[src/rtl/core/zlre_pkg.sv]
package zlre_pkg;

  // Largest literal run the store holds
  localparam int MaxLiteralsDefault = 255;

  // Entries in the command queue between front and back
  localparam int CmdQueueDepth = 4;

  // Configuration port
  localparam int PaddrW = 3;
  localparam logic [PaddrW-1:0] AddrMaxRun = 3'd0;
  localparam logic [7:0] MaxRunReset = 8'd255;

  // One encoding command: an optional count byte, an optional literal burst
  // (count byte followed by that many stored literals) and up to two trailing bytes
  typedef struct packed {
    logic       last;
    logic       pre_en;
    logic [7:0] pre_byte;
    logic       burst_en;
    logic [7:0] burst_len;
    logic [1:0] post_cnt;
    logic [7:0] post0;
    logic [7:0] post1;
  } cmd_t;

  // Byte sequencer of the back end
  typedef enum logic [2:0] {
    SEQ_IDLE,
    SEQ_PRE,
    SEQ_CNT,
    SEQ_LIT,
    SEQ_POST0,
    SEQ_POST1
  } seq_state_e;

endpackage

[src/rtl/core/zlre_ram.sv]
module zlre_ram import zlre_pkg::*; #(
  parameter int Width = 8,
  parameter int Depth = MaxLiteralsDefault
) (
  input  logic                                   clk_i,
  input  logic                                   we_i,
  input  logic [((Depth > 1) ? $clog2(Depth) : 1)-1:0] waddr_i,
  input  logic [Width-1:0]                       wdata_i,
  input  logic                                   re_i,
  input  logic [((Depth > 1) ? $clog2(Depth) : 1)-1:0] raddr_i,
  output logic [Width-1:0]                       rdata_o
);

  logic [Width-1:0] mem_q [Depth];
  logic [Width-1:0] rdata_q;

  // Write port
  always_ff @(posedge clk_i) begin
    if (we_i) begin
      mem_q[waddr_i] <= wdata_i;
    end
  end

  // Registered read port, held while not enabled
  always_ff @(posedge clk_i) begin
    if (re_i) begin
      rdata_q <= mem_q[raddr_i];
    end
  end

  assign rdata_o = rdata_q;

endmodule

[src/rtl/core/zlre_cmd_fifo.sv]
module zlre_cmd_fifo import zlre_pkg::*; #(
  parameter int Depth = CmdQueueDepth
) (
  input  logic clk_i,
  input  logic rst_ni,
  input  logic push_i,
  input  cmd_t cmd_i,
  output logic full_o,
  input  logic pop_i,
  output cmd_t cmd_o,
  output logic empty_o
);

  localparam int PtrW = (Depth > 1) ? $clog2(Depth) : 1;
  localparam int CntW = $clog2(Depth + 1);

  cmd_t            entry_q [Depth];
  logic [PtrW-1:0] wr_ptr_q, wr_ptr_d;
  logic [PtrW-1:0] rd_ptr_q, rd_ptr_d;
  logic [CntW-1:0] count_q, count_d;

  assign full_o  = (count_q == CntW'(Depth));
  assign empty_o = (count_q == '0);
  assign cmd_o   = entry_q[rd_ptr_q];

  // Advance pointers with wrap, track fill level
  always_comb begin
    wr_ptr_d = wr_ptr_q;
    rd_ptr_d = rd_ptr_q;
    count_d  = count_q;
    if (push_i) begin
      wr_ptr_d = (wr_ptr_q == PtrW'(Depth - 1)) ? '0 : wr_ptr_q + 1'b1;
    end
    if (pop_i) begin
      rd_ptr_d = (rd_ptr_q == PtrW'(Depth - 1)) ? '0 : rd_ptr_q + 1'b1;
    end
    if (push_i && !pop_i) begin
      count_d = count_q + 1'b1;
    end else if (pop_i && !push_i) begin
      count_d = count_q - 1'b1;
    end
  end

  always_ff @(posedge clk_i or negedge rst_ni) begin
    if (!rst_ni) begin
      wr_ptr_q <= '0;
      rd_ptr_q <= '0;
      count_q  <= '0;
    end else begin
      wr_ptr_q <= wr_ptr_d;
      rd_ptr_q <= rd_ptr_d;
      count_q  <= count_d;
    end
  end

  // Store entries
  always_ff @(posedge clk_i) begin
    if (push_i) begin
      entry_q[wr_ptr_q] <= cmd_i;
    end
  end

endmodule

[src/rtl/core/zlre_front.sv]
module zlre_front import zlre_pkg::*; #(
  parameter int MaxLiterals = MaxLiteralsDefault
) (
  input  logic                                         clk_i,
  input  logic                                         rst_ni,
  input  logic [7:0]                                   max_run_i,
  input  logic                                         in_valid_i,
  output logic                                         in_stall_o,
  input  logic [7:0]                                   data_byte_i,
  input  logic                                         last_byte_i,
  input  logic                                         q_full_i,
  output logic                                         push_o,
  output cmd_t                                         cmd_o,
  input  logic                                         burst_done_i,
  output logic                                         we_o,
  output logic [((MaxLiterals > 1) ? $clog2(MaxLiterals) : 1)-1:0] waddr_o,
  output logic [7:0]                                   wdata_o
);

  localparam int LitAw = (MaxLiterals > 1) ? $clog2(MaxLiterals) : 1;
  localparam logic [7:0] LitCap = 8'(MaxLiterals);

  logic       phase_q, phase_d;
  logic [7:0] rl_q, rl_d;
  logic       burst_out_q, burst_out_d;
  logic [7:0] zcap, lcap, rl_inc;
  logic       accept;
  cmd_t       cmd;

  // Run caps: a zero cap acts as one
  assign zcap   = (max_run_i == 8'd0) ? 8'd1 : max_run_i;
  assign lcap   = (zcap < LitCap) ? zcap : LitCap;
  assign rl_inc = rl_q + 8'd1;

  // Hold input while a literal burst is outstanding or the queue is full
  assign in_stall_o = burst_out_q || q_full_i;
  assign accept     = in_valid_i && !in_stall_o;

  // Classify the byte into a command and the next phase and run length
  always_comb begin
    cmd      = '0;
    cmd.last = last_byte_i;
    phase_d  = phase_q;
    rl_d     = rl_q;
    we_o     = 1'b0;
    waddr_o  = '0;
    if (!phase_q) begin
      if (data_byte_i == 8'd0) begin
        rl_d = rl_inc;
        if (rl_inc >= zcap) begin
          cmd.pre_en   = 1'b1;
          cmd.pre_byte = rl_inc;
          phase_d      = 1'b1;
          rl_d         = 8'd0;
        end
      end else begin
        cmd.pre_en   = 1'b1;
        cmd.pre_byte = rl_q;
        we_o         = 1'b1;
        phase_d      = 1'b1;
        rl_d         = 8'd1;
        if (lcap == 8'd1) begin
          cmd.burst_en  = 1'b1;
          cmd.burst_len = 8'd1;
          phase_d       = 1'b0;
          rl_d          = 8'd0;
        end
      end
    end else begin
      if (data_byte_i != 8'd0) begin
        we_o    = 1'b1;
        waddr_o = rl_q[LitAw-1:0];
        rl_d    = rl_inc;
        if (rl_inc >= lcap) begin
          cmd.burst_en  = 1'b1;
          cmd.burst_len = rl_inc;
          phase_d       = 1'b0;
          rl_d          = 8'd0;
        end
      end else begin
        cmd.burst_en  = 1'b1;
        cmd.burst_len = rl_q;
        phase_d       = 1'b0;
        rl_d          = 8'd1;
        if (zcap == 8'd1) begin
          cmd.post_cnt = 2'd1;
          cmd.post0    = 8'd1;
          phase_d      = 1'b1;
          rl_d         = 8'd0;
        end
      end
    end

    // Flush the open pair on the final byte of the block
    if (last_byte_i) begin
      if (!phase_d) begin
        if (rl_d != 8'd0) begin
          cmd.post_cnt = 2'd2;
          cmd.post0    = rl_d;
          cmd.post1    = 8'd0;
        end
      end else if (rl_d != 8'd0) begin
        cmd.burst_en  = 1'b1;
        cmd.burst_len = rl_d;
      end else if (cmd.post_cnt == 2'd0) begin
        cmd.post_cnt = 2'd1;
        cmd.post0    = 8'd0;
      end else begin
        cmd.post_cnt = 2'd2;
        cmd.post1    = 8'd0;
      end
      phase_d = 1'b0;
      rl_d    = 8'd0;
    end
  end

  assign cmd_o   = cmd;
  assign push_o  = accept && (cmd.pre_en || cmd.burst_en || (cmd.post_cnt != 2'd0));
  assign wdata_o = data_byte_i;

  // Track the single literal burst allowed in flight
  always_comb begin
    burst_out_d = burst_out_q;
    if (push_o && cmd.burst_en) begin
      burst_out_d = 1'b1;
    end else if (burst_done_i) begin
      burst_out_d = 1'b0;
    end
  end

  always_ff @(posedge clk_i or negedge rst_ni) begin
    if (!rst_ni) begin
      phase_q     <= 1'b0;
      rl_q        <= 8'd0;
      burst_out_q <= 1'b0;
    end else begin
      burst_out_q <= burst_out_d;
      if (accept) begin
        phase_q <= phase_d;
        rl_q    <= rl_d;
      end
    end
  end

  // Write the literal store on accepted transactions only
  // (we_o is qualified by accept at the top level)

endmodule

[src/rtl/core/zlre_back.sv]
module zlre_back import zlre_pkg::*; #(
  parameter int MaxLiterals = MaxLiteralsDefault
) (
  input  logic                                         clk_i,
  input  logic                                         rst_ni,
  input  logic                                         q_empty_i,
  input  cmd_t                                         q_cmd_i,
  output logic                                         pop_o,
  output logic                                         burst_done_o,
  output logic                                         re_o,
  output logic [((MaxLiterals > 1) ? $clog2(MaxLiterals) : 1)-1:0] raddr_o,
  input  logic [7:0]                                   rdata_i,
  output logic                                         out_valid_o,
  input  logic                                         out_stall_i,
  output logic [63:0]                                  packed_bytes_o,
  output logic [3:0]                                   byte_count_o,
  output logic                                         run_last_o,
  output logic                                         block_end_o
);

  localparam int LitAw = (MaxLiterals > 1) ? $clog2(MaxLiterals) : 1;

  function automatic seq_state_e after_lit(cmd_t c);
    return (c.post_cnt != 2'd0) ? SEQ_POST0 : SEQ_IDLE;
  endfunction

  function automatic seq_state_e after_cnt(cmd_t c);
    return (c.burst_len != 8'd0) ? SEQ_LIT : after_lit(c);
  endfunction

  function automatic seq_state_e after_pre(cmd_t c);
    return c.burst_en ? SEQ_CNT : after_lit(c);
  endfunction

  function automatic seq_state_e first_state(cmd_t c);
    return c.pre_en ? SEQ_PRE : after_pre(c);
  endfunction

  seq_state_e state_q, state_d, nxt;
  cmd_t       cmd_q, cmd_d;
  logic [7:0] lit_idx_q, lit_idx_d;

  // Byte stage between sequencer and packer
  logic       bs_valid_q, bs_ram_q, bs_end_q, bs_last_q;
  logic [7:0] bs_byte_q;
  logic       bs_ready, gen;
  logic [7:0] gen_byte;
  logic       gen_ram;

  // Packer and output register
  logic [63:0] acc_word_q;
  logic [2:0]  acc_cnt_q;
  logic [63:0] merged;
  logic [7:0]  byte_in;
  logic        fin, out_free, byte_take;
  logic        out_valid_q;
  logic [63:0] out_word_q;
  logic [3:0]  out_cnt_q;
  logic        out_run_last_q, out_block_end_q;

  assign byte_in   = bs_ram_q ? rdata_i : bs_byte_q;
  assign fin       = bs_end_q || (acc_cnt_q == 3'd7);
  assign out_free  = !out_valid_q || !out_stall_i;
  assign byte_take = bs_valid_q && (!fin || out_free);
  assign bs_ready  = !bs_valid_q || byte_take;

  // Sequencer: next state and byte generation
  always_comb begin
    state_d      = state_q;
    cmd_d        = cmd_q;
    lit_idx_d    = lit_idx_q;
    nxt          = SEQ_IDLE;
    pop_o        = 1'b0;
    gen          = 1'b0;
    gen_byte     = 8'd0;
    gen_ram      = 1'b0;
    burst_done_o = 1'b0;
    case (state_q)
      SEQ_IDLE: begin
        if (!q_empty_i) begin
          pop_o   = 1'b1;
          cmd_d   = q_cmd_i;
          state_d = first_state(q_cmd_i);
        end
      end
      SEQ_PRE: begin
        gen_byte = cmd_q.pre_byte;
        nxt      = after_pre(cmd_q);
      end
      SEQ_CNT: begin
        gen_byte = cmd_q.burst_len;
        nxt      = after_cnt(cmd_q);
      end
      SEQ_LIT: begin
        gen_ram = 1'b1;
        nxt     = ((lit_idx_q + 8'd1) == cmd_q.burst_len) ? after_lit(cmd_q) : SEQ_LIT;
      end
      SEQ_POST0: begin
        gen_byte = cmd_q.post0;
        nxt      = (cmd_q.post_cnt == 2'd2) ? SEQ_POST1 : SEQ_IDLE;
      end
      SEQ_POST1: begin
        gen_byte = cmd_q.post1;
        nxt      = SEQ_IDLE;
      end
      default: begin
        state_d = SEQ_IDLE;
      end
    endcase

    // Advance one byte when the byte stage can load
    if ((state_q != SEQ_IDLE) && bs_ready) begin
      gen     = 1'b1;
      state_d = nxt;
      if (state_q == SEQ_CNT) begin
        lit_idx_d = 8'd0;
        if (cmd_q.burst_len == 8'd0) begin
          burst_done_o = 1'b1;
        end
      end
      if (state_q == SEQ_LIT) begin
        lit_idx_d = lit_idx_q + 8'd1;
        if (nxt != SEQ_LIT) begin
          burst_done_o = 1'b1;
        end
      end
    end
  end

  assign re_o    = gen && gen_ram;
  assign raddr_o = lit_idx_q[LitAw-1:0];

  // Insert the incoming byte at the fill position, clear lanes above it
  always_comb begin
    merged = '0;
    for (int i = 0; i < 8; i++) begin
      if (3'(i) < acc_cnt_q) begin
        merged[8*i +: 8] = acc_word_q[8*i +: 8];
      end else if (3'(i) == acc_cnt_q) begin
        merged[8*i +: 8] = byte_in;
      end
    end
  end

  always_ff @(posedge clk_i or negedge rst_ni) begin
    if (!rst_ni) begin
      state_q     <= SEQ_IDLE;
      lit_idx_q   <= 8'd0;
      bs_valid_q  <= 1'b0;
      acc_cnt_q   <= 3'd0;
      out_valid_q <= 1'b0;
    end else begin
      state_q   <= state_d;
      lit_idx_q <= lit_idx_d;
      if (bs_ready) begin
        bs_valid_q <= gen;
      end
      if (byte_take) begin
        acc_cnt_q <= fin ? 3'd0 : acc_cnt_q + 3'd1;
      end
      if (byte_take && fin) begin
        out_valid_q <= 1'b1;
      end else if (!out_stall_i) begin
        out_valid_q <= 1'b0;
      end
    end
  end

  // Payload registers
  always_ff @(posedge clk_i) begin
    cmd_q <= cmd_d;
    if (bs_ready && gen) begin
      bs_ram_q  <= gen_ram;
      bs_byte_q <= gen_byte;
      bs_end_q  <= (nxt == SEQ_IDLE);
      bs_last_q <= cmd_q.last;
    end
    if (byte_take && !fin) begin
      acc_word_q <= merged;
    end
    if (byte_take && fin) begin
      out_word_q      <= merged;
      out_cnt_q       <= {1'b0, acc_cnt_q} + 4'd1;
      out_run_last_q  <= bs_end_q;
      out_block_end_q <= bs_end_q && bs_last_q;
    end
  end

  assign out_valid_o    = out_valid_q;
  assign packed_bytes_o = out_word_q;
  assign byte_count_o   = out_cnt_q;
  assign run_last_o     = out_run_last_q;
  assign block_end_o    = out_block_end_q;

endmodule

[src/rtl/core/zero_literal_run_length_encoder_unit.sv]
// Zero-run / literal-run encoder. Each accepted byte transaction is classified
// by the front end, which keeps the phase and run count and writes non-zero
// bytes into a literal store of MaxLiterals entries (no reset, no clearing
// pass). Commands for the bytes to send go through a short queue to the back
// end, which sends the encoded bytes of a command one per cycle while its output
// is not stalled (literals read from the store through a registered read port)
// and packs them up to eight per result. For each command the back end first
// loads it from the queue and then sends its encoded bytes in order; input is
// stalled while a literal burst is outstanding and when the queue is full.
// max_run is at byte address 0 of the APB port and is written by the user only
// while the block is idle; the block itself does not enforce this.
module zero_literal_run_length_encoder_unit import zlre_pkg::*; #(
  parameter int MaxLiterals = MaxLiteralsDefault
) (
  input  logic              clk_i,
  input  logic              rst_ni,
  // Configuration port
  input  logic              psel,
  input  logic              penable,
  input  logic              pwrite,
  input  logic [PaddrW-1:0] paddr,
  input  logic [31:0]       pwdata,
  output logic [31:0]       prdata,
  output logic              pready,
  // Input channel
  input  logic              in_valid_i,
  output logic              in_stall_o,
  input  logic [7:0]        data_byte_i,
  input  logic              last_byte_i,
  // Output channel
  output logic              out_valid_o,
  input  logic              out_stall_i,
  output logic [63:0]       packed_bytes_o,
  output logic [3:0]        byte_count_o,
  output logic              run_last_o,
  output logic              block_end_o
);

  localparam int LitAw = (MaxLiterals > 1) ? $clog2(MaxLiterals) : 1;

  logic [7:0]       max_run_q;
  logic             push, pop, q_full, q_empty, burst_done;
  cmd_t             push_cmd, head_cmd;
  logic             front_we, ram_we, ram_re;
  logic [LitAw-1:0] ram_waddr, ram_raddr;
  logic [7:0]       ram_wdata, ram_rdata;

  // Register file
  assign pready = 1'b1;
  assign prdata = (paddr == AddrMaxRun) ? {24'd0, max_run_q} : 32'd0;

  always_ff @(posedge clk_i or negedge rst_ni) begin
    if (!rst_ni) begin
      max_run_q <= MaxRunReset;
    end else if (psel && penable && pwrite && pready && (paddr == AddrMaxRun)) begin
      max_run_q <= pwdata[7:0];
    end
  end

  zlre_front #(
    .MaxLiterals(MaxLiterals)
  ) u_front (
    .clk_i       (clk_i),
    .rst_ni      (rst_ni),
    .max_run_i   (max_run_q),
    .in_valid_i  (in_valid_i),
    .in_stall_o  (in_stall_o),
    .data_byte_i (data_byte_i),
    .last_byte_i (last_byte_i),
    .q_full_i    (q_full),
    .push_o      (push),
    .cmd_o       (push_cmd),
    .burst_done_i(burst_done),
    .we_o        (front_we),
    .waddr_o     (ram_waddr),
    .wdata_o     (ram_wdata)
  );

  // Write the store only on accepted transactions
  assign ram_we = front_we && in_valid_i && !in_stall_o;

  zlre_ram #(
    .Width(8),
    .Depth(MaxLiterals)
  ) u_lit_ram (
    .clk_i  (clk_i),
    .we_i   (ram_we),
    .waddr_i(ram_waddr),
    .wdata_i(ram_wdata),
    .re_i   (ram_re),
    .raddr_i(ram_raddr),
    .rdata_o(ram_rdata)
  );

  zlre_cmd_fifo #(
    .Depth(CmdQueueDepth)
  ) u_cmd_fifo (
    .clk_i  (clk_i),
    .rst_ni (rst_ni),
    .push_i (push),
    .cmd_i  (push_cmd),
    .full_o (q_full),
    .pop_i  (pop),
    .cmd_o  (head_cmd),
    .empty_o(q_empty)
  );

  zlre_back #(
    .MaxLiterals(MaxLiterals)
  ) u_back (
    .clk_i         (clk_i),
    .rst_ni        (rst_ni),
    .q_empty_i     (q_empty),
    .q_cmd_i       (head_cmd),
    .pop_o         (pop),
    .burst_done_o  (burst_done),
    .re_o          (ram_re),
    .raddr_o       (ram_raddr),
    .rdata_i       (ram_rdata),
    .out_valid_o   (out_valid_o),
    .out_stall_i   (out_stall_i),
    .packed_bytes_o(packed_bytes_o),
    .byte_count_o  (byte_count_o),
    .run_last_o    (run_last_o),
    .block_end_o   (block_end_o)
  );

endmodule

[config.mk]
export PLATFORM = sky130hd
export DESIGN_NAME = zero_literal_run_length_encoder_unit
export DESIGN_NICKNAME = d
export VERILOG_FILES = /design/src/rtl/core/zlre_pkg.sv /design/src/rtl/core/zlre_ram.sv /design/src/rtl/core/zlre_cmd_fifo.sv /design/src/rtl/core/zlre_front.sv /design/src/rtl/core/zlre_back.sv /design/src/rtl/core/zero_literal_run_length_encoder_unit.sv
export SDC_FILE = /design/constraint.sdc
export NUM_CORES = 2
export LEC_CHECK = 0
export BUFFER_PORTS_ARGS = -buffer_cell sky130_fd_sc_hd__buf_2
export CORE_MARGIN = 2
export CORE_UTILIZATION = 40
export CTS_CLUSTER_DIAMETER = 60
export CTS_CLUSTER_SIZE = 20
export DETAILED_ROUTE_END_ITERATION = 16
export HOLD_SLACK_MARGIN = 0.06
export PLACE_DENSITY_LB_ADDON = 0.25
export SLEW_MARGIN = 20
export SYNTH_ARGS = -nofsm -noshare
export SYNTH_HDL_FRONTEND = slang
export SYNTH_HIERARCHICAL = 1
export SYNTH_SLANG_ARGS = --single-unit
[constraint.sdc]
create_clock -name clk_i -period 11.61 [get_ports clk_i]
set_clock_uncertainty 0.2 [all_clocks]
set_input_delay 0.5805 -clock clk_i [delete_from_list [all_inputs] [get_ports clk_i]]
set_output_delay 0.5805 -clock clk_i [all_outputs]
set_load 0.02 [all_outputs]
==> flow_summary.json <==
{
  "initial_core_util_pct": 40.1,
  "post-route-util_pct": 43.9,
  "relSlewSlack_pct": 20.5,
  "period_share_pct": 54.1,
  "synthDominantCellAreaShare_pct": 73.8,
  "critPathCaptureType": "flip-flop",
  "drv_cap": 0,
  "drt_pre_antenna_iters": 5,
  "highest_layer": "met5",
  "ctsHtreeMaxLevel": 4,
  "yosysTopAreaCell": "edfxtp_1",
  "start_kind": "flip-flop",
  "die_w_microns": 495,
  "slowest_delay_ns": 1.02,
  "ios": 156,
  "vias_per_cell": 5.85,
  "cts_buffers": 165,
  "tightest_slew_ns": 1.19,
  "tns_ns": 0,
  "coreArea_sq_mm": 0.240,
  "io_buffers": 106,
  "placed_area_sq_mm": 0.0996,
  "slowest_stage": "and2_2",
  "rsz0062_at_grt": "no",
  "synth_area_sq_mm": 0.0964,
  "arrival_ns": 6.52,
  "drive_above_1_share_pct": 19.0,
  "final-hold-violation-count": 0,
  "synth-seq-cells": 2410,
  "power_density_mw_per_mm2": 196,
  "grt_max_degree": 113,
  "cts_sinks": 2410,
  "critical_path_class": "reg -> reg",
  "met3WireLength_mm": 20.2,
  "drv_slew": 0,
  "hpwl_mm": 153,
  "p_leak_uw": 0.0323,
  "synth_cell_type_count": 103,
  "synth_cells": 5004,
  "grt-ovfl-total": 0,
  "dp.cells": 8089,
  "yosys-top-cells-count": "2,369 x edfxtp_1, 419 x mux4_2, 350 x nor2_1, 288 x nand2_1, 191 x mux2i_1",
  "wl_met2_mm": 117,
  "final_area_sq_mm": 0.105,
  "clk_pin_slew_worst_paths_ns": 0.08,
  "row_count": 180,
  "drt-met1-wl_mm": 107,
  "yosys_warnings": 6,
  "drt_iter0_drc": 6080,
  "synth.most_common_cell": "edfxtp_1",
  "via_count": 49100,
  "cts_buffer_depth": 3,
  "fin_ws_ns": 5.33,
  "ant_nets": 0,
  "wl_per_cell_microns": 29.9,
  "synth-edff-count": 2369,
  "synth_area_per_cell_sq_um": 19.3,
  "peakVddDrop_mv": 0.140,
  "antenna_found_initial": 8,
  "tritoncts": "built",
  "area_delta_synth_final_pct": 9.27,
  "finalCriticalPeriod_ns": 6.28,
  "route.detailed.drc": 0,
  "grt_pass1_wl_mm": 358,
  "ys.flop_type": "edfxtp_1",
  "grt_pass1_vias": 48400,
  "clockRootBuffer": "clkbuf_16",
  "post_cts_resized": 0,
  "required_ns": 11.85,
  "die-height_microns": 495,
  "seq_area_frac_synth_pct": 74.9,
  "outcome": "completed",
  "path_max_fanout": 37,
  "setup_viol": 0,
  "dp_slack_ns": 5.44,
  "clkLatencyLatePin_ns": 0.84,
  "crit_chain": "ha_1, nand3_2, nor2_1, xor2_1, ha_1, a21oi_1, nand2_1, a21oi_1, nand2_1, o22a_2, o21ai_2, inv_1, ha_1, nand2_1, a21oi_1, and2_2",
  "final_cells": 8396,
  "fmax_mhz": 159,
  "wl_mm": 251,
  "min_path_type": "in -> reg",
  "fp.dieArea_sq_mm": 0.245,
  "grt_usage_pct": 20.3,
  "async_flop_share_pct": 1.70,
  "gp_congestion": 0.836,
  "yosys-top-cells-area": "edfxtp_1 74%, mux4_2 9.8%, mux2i_1 2.0%",
  "fin_nets": 5167
}
## stage by stage
step | total power, uW | hold WS [ns]
2_1_floorplan | 13600 | 0.0849
3_3_place_gp | 14800 | 0.208
6_report | 20600 | 0.0865
3_5_place_dp | 14800 | 0.208
5_1_grt | 21400 | 0.0896
4_1_cts | 20800 | 0.0829
## kinds of logic after synthesis
kind of cell | synth area share (%)
compound gates | 3.73
xor+xnor | 0.164
fa+ha+maj | 0.319
buf+inv | 2.59
flops | 74.9
mux | 13.9
other cells | 0.0117
simple gates | 4.43
## worst max-delay path: cells and delay by family, from the launching register on
kind / cells / cell delay (ns)
simple gates: 6 / 1.71
compound gates: 5 / 1.66
fa+ha+maj: 3 / 1.10
flops: 1 / 0.60
xor+xnor: 1 / 0.51
buf+inv: 1 / 0.07
## report_power, final
part | switching [uW] | total (uW) | internal [uW]
Sequential | 231 | 10300 | 10100
Combinational | 2580 | 4270 | 1690
Clock | 3070 | 6070 | 3000
## routing by layer
| metal | GRT usage [%] | vias to the layer above |
|---|---|---|
| li1 | - | 20400 |
| met1 | 29.8 | 26300 |
| met2 | 31.5 | 2083 |
| met3 | 3.25 | 341 |
| met4 | 5.61 | 2 |
| met5 | 0 | - |
## cells in the final DEF (no fill, tap or decap), types with 60 or more instances in the layout
cell / count
a21oi_1: 91
edfxtp_1: 2369
buf_4: 90
o221ai_1: 60
nor2_1: 343
buf_2: 98
mux2i_1: 191
mux4_1: 60
nand3_1: 89
o21ai_0: 94
nand2_1: 286
clkbuf_16: 171
mux4_2: 419
## sequential cells by signal, summed over array words and instances, names as in the netlist, 4 cells and up
name and cells:
u_lit_ram/mem_q 2040, u_cmd_fifo/entry_q 148, u_back/packed_bytes_o 64, u_back/acc_word_q 56
u_back/cmd_q 36, max_run_q 8, u_back/bs_byte_q 8, u_back/raddr_o 8
u_front/rl_q 8, u_lit_ram/rdata_o 8, u_back/byte_count_o 4
## layout make-up
type | count | area [sq um]
diodes | 4 | 10.0
clock buffers | 190 | 4360
clock inverters | 92 | 1070
fillers | 20700 | 135000
inverters | 39 | 151
multi-input cells | 2251 | 21900
flip-flops and latches | 2410 | 72200
well taps | 3185 | 3990
repair buffers | 225 | 1650
## path summary, 6_finish.rpt
check,from,end,slack [ns],cells after the start
min reg2reg,u_back/cmd_q[36],u_back/bs_last_q,0.22,0
max reg2reg,u_front/rl_q[0],u_cmd_fifo/entry_q[2][24],5.33,16
max,u_front/rl_q[0],u_cmd_fifo/entry_q[2][24],5.33,16
min in group asynchronous,rst_ni,u_back/acc_cnt_q[2],0.22,3
max in group asynchronous,rst_ni,u_back/raddr_o[3],10.47,3
min,data_byte_i[5],u_lit_ram/mem_q[157][5],0.09,1
## timing repair
item                      CTS  global route
setup buffers               0             0
hold endpoints to repair   71             0
hold buffers               21             0
Note: power is estimated with default switching activity, not from simulation.
